### config.mk
export PLATFORM = sky130hd
export DESIGN_NAME = sorted_insert_priority_queue_core
export DESIGN_NICKNAME = d
export VERILOG_FILES = /design/src/sv/spq_pkg.sv /design/src/sv/spq_cell.sv /design/src/sv/sorted_insert_priority_queue_core.sv
export SDC_FILE = /design/constraint.sdc
export NUM_CORES = 2
export LEC_CHECK = 0
export BUFFER_PORTS_ARGS = -buffer_cell sky130_fd_sc_hd__buf_2
export CAP_MARGIN = 20
export CORE_UTILIZATION = 51
export DETAILED_ROUTE_END_ITERATION = 10
export GPL_ROUTABILITY_DRIVEN = 0
export GPL_TIMING_DRIVEN = 0
export HOLD_SLACK_MARGIN = 0.02
export PLACE_DENSITY = 0.73
export SLEW_MARGIN = 20
export SYNTH_ARGS = -nofsm -noshare
export SYNTH_HDL_FRONTEND = slang
export SYNTH_HIERARCHICAL = 1
export SYNTH_SLANG_ARGS = --single-unit
### constraint.sdc
create_clock -name clk -period 6.4 [get_ports clk]
set_input_delay 0.64 -clock clk [delete_from_list [all_inputs] [get_ports clk]]
set_output_delay 0.64 -clock clk [all_outputs]
set_load 0.01 [all_outputs]
### src/sv/spq_pkg.sv
// ----------------------------------------------------------------------------
// spq_pkg
// Shared types and codes for the sorted insert priority queue.
// ----------------------------------------------------------------------------
package spq_pkg;

    localparam int FILL_W = 5;

    typedef enum logic
    {
        OP_INSERT = 1'b0,
        OP_REMOVE = 1'b1
    } opcode_t;

    typedef enum logic [1:0]
    {
        ST_DONE  = 2'd0,
        ST_FULL  = 2'd1,
        ST_EMPTY = 2'd2
    } status_t;

    // Broadcast to every cell in the chain.
    typedef struct packed
    {
        logic ins;
        logic rem;
    } cell_ctrl_t;

endpackage

### src/sv/spq_cell.sv
// ----------------------------------------------------------------------------
// spq_cell
// One slot of the sorted chain: holds an entry and shifts with its neighbors.
// ----------------------------------------------------------------------------
module spq_cell
    import spq_pkg::*;
#(
    parameter int KEY_WIDTH     = 16,
    parameter int PAYLOAD_WIDTH = 32
)
(
    input  logic                     clk,
    input  cell_ctrl_t               ctrl,
    input  logic                     occ,
    input  logic [KEY_WIDTH-1:0]     new_key,
    input  logic [PAYLOAD_WIDTH-1:0] new_payload,
    input  logic                     left_gt,
    input  logic [KEY_WIDTH-1:0]     left_key,
    input  logic [PAYLOAD_WIDTH-1:0] left_payload,
    input  logic [KEY_WIDTH-1:0]     right_key,
    input  logic [PAYLOAD_WIDTH-1:0] right_payload,
    output logic                     gt,
    output logic [KEY_WIDTH-1:0]     key,
    output logic [PAYLOAD_WIDTH-1:0] payload
);

    logic [KEY_WIDTH-1:0]     key_reg;
    logic [KEY_WIDTH-1:0]     key_next;
    logic [PAYLOAD_WIDTH-1:0] payload_reg;
    logic [PAYLOAD_WIDTH-1:0] payload_next;

    // An empty slot counts as greater, so the new item lands right after the tail.
    assign gt      = !occ || (new_key < key_reg);
    assign key     = key_reg;
    assign payload = payload_reg;

    always_comb
    begin
        key_next     = key_reg;
        payload_next = payload_reg;
        if (ctrl.ins && gt)
        begin
            if (left_gt)
            begin
                key_next     = left_key;
                payload_next = left_payload;
            end
            else
            begin
                key_next     = new_key;
                payload_next = new_payload;
            end
        end
        else if (ctrl.rem)
        begin
            key_next     = right_key;
            payload_next = right_payload;
        end
    end

    always_ff @(posedge clk)
    begin
        key_reg     <= key_next;
        payload_reg <= payload_next;
    end

endmodule

### src/sv/sorted_insert_priority_queue_core.sv
// ----------------------------------------------------------------------------
// sorted_insert_priority_queue_core
// Bounded priority queue kept sorted by ascending key in a chain of cells.
//
//   Channel  Handshake             Payload
//   request  req_valid/req_stall   opcode, new_key, new_payload
//   response rsp_valid/rsp_stall   out_valid, out_key, out_payload, status,
//                                  fill_count
//
// Every cell compares against the new key in parallel, so an insert or a
// remove updates the chain as it is accepted and the response appears the cycle after.
// One item per cycle is sustained while the response side takes results.
// Reset empties the queue; the stored entries need no clearing.
// A held response stalls the request side only while it is not taken.
// ----------------------------------------------------------------------------
module sorted_insert_priority_queue_core
    import spq_pkg::*;
#(
    parameter int DEPTH         = 16,
    parameter int KEY_WIDTH     = 16,
    parameter int PAYLOAD_WIDTH = 32
)
(
    input  logic                     clk,
    input  logic                     rst_n,
    input  logic                     req_valid,
    output logic                     req_stall,
    input  logic                     opcode,
    input  logic [KEY_WIDTH-1:0]     new_key,
    input  logic [PAYLOAD_WIDTH-1:0] new_payload,
    output logic                     rsp_valid,
    input  logic                     rsp_stall,
    output logic                     out_valid,
    output logic [KEY_WIDTH-1:0]     out_key,
    output logic [PAYLOAD_WIDTH-1:0] out_payload,
    output logic [1:0]               status,
    output logic [FILL_W-1:0]        fill_count
);

    localparam int CNT_W = $clog2(DEPTH + 1);

    logic                     accept;
    logic                     full;
    logic                     empty;
    cell_ctrl_t               ctrl;
    logic [DEPTH-1:0]         occ;
    logic [DEPTH-1:0]         gt;
    logic [KEY_WIDTH-1:0]     cell_key [DEPTH];
    logic [PAYLOAD_WIDTH-1:0] cell_payload [DEPTH];

    logic [CNT_W-1:0]         count_reg;
    logic [CNT_W-1:0]         count_next;
    logic                     rsp_valid_reg;
    logic                     rsp_valid_next;
    logic                     out_valid_reg;
    logic [KEY_WIDTH-1:0]     out_key_reg;
    logic [PAYLOAD_WIDTH-1:0] out_payload_reg;
    status_t                  status_reg;
    logic [CNT_W+FILL_W-1:0]  fill_wide;

    assign req_stall = rsp_valid_reg && rsp_stall;
    assign accept    = req_valid && !req_stall;
    assign full      = (count_reg == CNT_W'(DEPTH));
    assign empty     = (count_reg == '0);
    assign ctrl.ins  = accept && (opcode == OP_INSERT) && !full;
    assign ctrl.rem  = accept && (opcode == OP_REMOVE) && !empty;

    genvar i;
    generate
        for (i = 0; i < DEPTH; i++)
        begin : g_cell
            logic                     l_gt;
            logic [KEY_WIDTH-1:0]     l_key;
            logic [PAYLOAD_WIDTH-1:0] l_payload;
            logic [KEY_WIDTH-1:0]     r_key;
            logic [PAYLOAD_WIDTH-1:0] r_payload;

            assign occ[i] = (CNT_W'(i) < count_reg);

            if (i == 0)
            begin : g_head
                assign l_gt      = 1'b0;
                assign l_key     = new_key;
                assign l_payload = new_payload;
            end
            else
            begin : g_body
                assign l_gt      = gt[i-1];
                assign l_key     = cell_key[i-1];
                assign l_payload = cell_payload[i-1];
            end

            if (i == DEPTH - 1)
            begin : g_tail
                assign r_key     = cell_key[i];
                assign r_payload = cell_payload[i];
            end
            else
            begin : g_inner
                assign r_key     = cell_key[i+1];
                assign r_payload = cell_payload[i+1];
            end

            spq_cell #(
                .KEY_WIDTH     (KEY_WIDTH),
                .PAYLOAD_WIDTH (PAYLOAD_WIDTH)
            ) u_cell (
                .clk           (clk),
                .ctrl          (ctrl),
                .occ           (occ[i]),
                .new_key       (new_key),
                .new_payload   (new_payload),
                .left_gt       (l_gt),
                .left_key      (l_key),
                .left_payload  (l_payload),
                .right_key     (r_key),
                .right_payload (r_payload),
                .gt            (gt[i]),
                .key           (cell_key[i]),
                .payload       (cell_payload[i])
            );
        end
    endgenerate

    always_comb
    begin
        count_next = count_reg;
        if (ctrl.ins)
        begin
            count_next = count_reg + CNT_W'(1);
        end
        else if (ctrl.rem)
        begin
            count_next = count_reg - CNT_W'(1);
        end

        rsp_valid_next = rsp_valid_reg && rsp_stall;
        if (accept)
        begin
            rsp_valid_next = 1'b1;
        end
    end

    always_ff @(posedge clk or negedge rst_n)
    begin
        if (!rst_n)
        begin
            count_reg     <= '0;
            rsp_valid_reg <= 1'b0;
        end
        else
        begin
            count_reg     <= count_next;
            rsp_valid_reg <= rsp_valid_next;
        end
    end

    always_ff @(posedge clk)
    begin
        if (accept)
        begin
            out_valid_reg   <= ctrl.rem;
            out_key_reg     <= ctrl.rem ? cell_key[0] : '0;
            out_payload_reg <= ctrl.rem ? cell_payload[0] : '0;
            if ((opcode == OP_INSERT) && full)
            begin
                status_reg <= ST_FULL;
            end
            else if ((opcode == OP_REMOVE) && empty)
            begin
                status_reg <= ST_EMPTY;
            end
            else
            begin
                status_reg <= ST_DONE;
            end
        end
    end

    // The count register always holds the count after the last accepted item.
    assign fill_wide   = {{FILL_W{1'b0}}, count_reg};
    assign rsp_valid   = rsp_valid_reg;
    assign out_valid   = out_valid_reg;
    assign out_key     = out_key_reg;
    assign out_payload = out_payload_reg;
    assign status      = status_reg;
    assign fill_count  = fill_wide[FILL_W-1:0];

    a_count_bound: assert property (@(posedge clk) disable iff (!rst_n)
        count_reg <= CNT_W'(DEPTH))
        else $error("queue count beyond depth");

    a_remove_returns: assert property (@(posedge clk) disable iff (!rst_n)
        (accept && (opcode == OP_REMOVE) && !empty) |=> (rsp_valid && out_valid))
        else $error("remove from a non-empty queue returned no entry");

    a_insert_counts: assert property (@(posedge clk) disable iff (!rst_n)
        (accept && (opcode == OP_INSERT) && !full)
            |=> (count_reg == $past(count_reg) + CNT_W'(1)))
        else $error("accepted insert did not grow the queue");

    a_head_sorted: assert property (@(posedge clk) disable iff (!rst_n)
        (count_reg >= CNT_W'(2)) |-> (cell_key[0] <= cell_key[1]))
        else $error("head entries out of order");

endmodule

==> impl_metrics.toml <==
[synthesis]
syn_area_um2 = 51000
yosysWarnings = 6
syn_avg_cell_area_um2 = 14.2
netlist_instances = 3600

[floorplanning]
initial_core_util = 0.516
dieArea_um2 = 101000
die_x_um = 318
coreArea_um2 = 98700
io_pins = 111
rows = 115
die_y_um = 318

[route]
wl_per_cell_um = 20.7
drc = 0
routed_wl_mm = 107
drt_iter0_drc = 1944
dr.pass1.iters = 7
postRouteAntennaNets = 0
vias = 28505
vias_per_cell = 5.51

[critical_path]
ff2ff_setup_slack_ps = 1980
r2r_start = "fill_count[1]"
crit_type = "in -> reg"
worstPathRequired_ps = 6810
crit_arrival_ps = 4930
critPathCaptureType = "flop"
r2r_cells = 13
r2r-end = "g_cell[8].u_cell/payload[10]"
start_kind = "primary input"
cp_max_fo = 33

[timing]
slew_headroom = 0.411
setup_tns_ps = 0
fin_crit_ps = 4520
post-route-period-util = 0.706
fmax_mhz = 221
finalHoldViolations = 0
fin_worst_skew_ps = 17.8
setup_violations = 0
rsz0062_at_grt = "no"
worst_slew_pin_slew_ps = 884
drv_slew = 0

[clocking]
clkTransAtPathRegs_ps = 60
htreeDepth = 3
cts_root_buffer = "clkbuf_16"
cts.sinks = 825
clockBufferDepth = 3
cts_made_buffers = 90
cts_tree = "done"
cts_resized = 0
clock_latency_ps = 660

[min_path]
holdCritStartpoint = "req_valid"
hold_path_depth = 2
hold_class = "in -> reg"
min_to = "rsp_valid"

[run]
cap_viol_max_count = 0

[pwr]
peakVddDrop_mv = 0.236
power_w = 0.0221
power_leakage_nw = 21.6
power.density_nw_per_um2 = 392

[global_route]
grtUsageTotal = 0.211
grt_pass1_vias = 29437
grt-ovfl-total = 0
grt_pass1_wl_mm = 170
antenna_found_initial = 2
grt_max_degree = 49

[final_layout]
largest_reg_flops = 512
stdcell_count = 5176
area_delta_synth_final_pct = 10.4
final_nets = 4112
fin_area_um2 = 56300
utilization = 0.570
drive_gt1_frac = 0.485

[placed_design]
port_buffers = 110
place_area_um2 = 53500
hpwl_mm = 85.1
dpl.cell_count = 5009

[run_status]
status = "finished, final reports clean"
==> critical path, stage by stage <==
cell      delay, ps
buf_2           570
ha_1            350
o21ai_0         160
nor2_1           80
o311ai_1        470
nand2_1         130
o41ai_2         620
clkbuf_1        640
clkbuf_1        540
mux2_2          410
mux2_2          270
==> per-layer routing <==
metal  track usage  vias up  routed length [µm]
li1              -    14246                   -
met1         0.292    13638               51100
met2         0.350      489               50500
met3        0.0230      128                3370
met4        0.0590        4                2440
met5             0        -                  23
==> through the flow <==
step	setup slack [ps]	hold slack, ps
2_1_floorplan	986	344
3_3_place_gp	-1400	466
3_5_place_dp	1200	471
4_1_cts	1900	147
5_1_grt	1670	191
6_report	1880	196
==> layout make-up <==
type / count / area [µm²]
Buffer: 170 / 1060
Fill cell: 8143 / 42400
Antenna cell: 1 / 2.50
Clock inverter: 42 / 349
Clock buffer: 123 / 2420
Sequential cell: 825 / 24700
Inverter: 262 / 983
Tap cell: 1287 / 1610
Multi-Input combinational cell: 2345 / 24300
Timing Repair Buffer: 121 / 768
==> report_power, final <==
part / internal [W] / switching, W
logic: 0.00452 / 0.00378
clock network: 0.00278 / 0.00213
registers: 0.00800 / 0.000838
==> worst max-delay path by stage <==
stage | from | to | cells after the start
detailed placement | new_key[1] | g_cell[15].u_cell/key[3] | 11
CTS | new_key[1] | g_cell[15].u_cell/key[3] | 11
finish | new_key[1] | g_cell[15].u_cell/payload[30] | 11
floorplan | req_valid | g_cell[5].u_cell/key[0] | 9
global placement | req_valid | g_cell[15].u_cell/payload[10] | 9
global route | new_key[1] | g_cell[15].u_cell/payload[30] | 11
==> timing repair <==
action | 4_1_cts | 5_1_grt
endpoints found under the hold margin | 6 | 0
buffers inserted | 0 | 0
hold buffers | 1 | 0
==> cells in the final DEF, fill, tap and decap left out, types with 6 or more instances in the layout <==
| master | count |
|---|---|
| nand2b_1 | 12 |
| nand2b_4 | 9 |
| ha_1 | 244 |
| nand3_1 | 39 |
| mux2_1 | 45 |
| nand2b_2 | 7 |
| o311ai_1 | 11 |
| o21bai_1 | 11 |
| clkinv_2 | 12 |
| clkbuf_1 | 117 |
| nor2_1 | 36 |
| buf_2 | 110 |
| nor3_1 | 17 |
| nor3b_1 | 11 |
| buf_6 | 32 |
| mux2_2 | 1392 |
| dfrtp_1 | 6 |
| clkbuf_16 | 90 |
| mux2_4 | 99 |
| o21ai_1 | 12 |
| a21oi_1 | 69 |
| nand2_1 | 97 |
| nor4b_1 | 12 |
| nor3_2 | 11 |
| a32oi_2 | 16 |
| o21ai_0 | 35 |
| and2_1 | 49 |
| edfxtp_1 | 819 |
| nand4_1 | 26 |
| nor4_1 | 10 |
| buf_12 | 9 |
| inv_1 | 261 |
| buf_4 | 49 |
| o41ai_2 | 10 |
| clkinv_1 | 18 |
| nand4_2 | 11 |
Note: power is estimated with default switching activity, not from simulation.
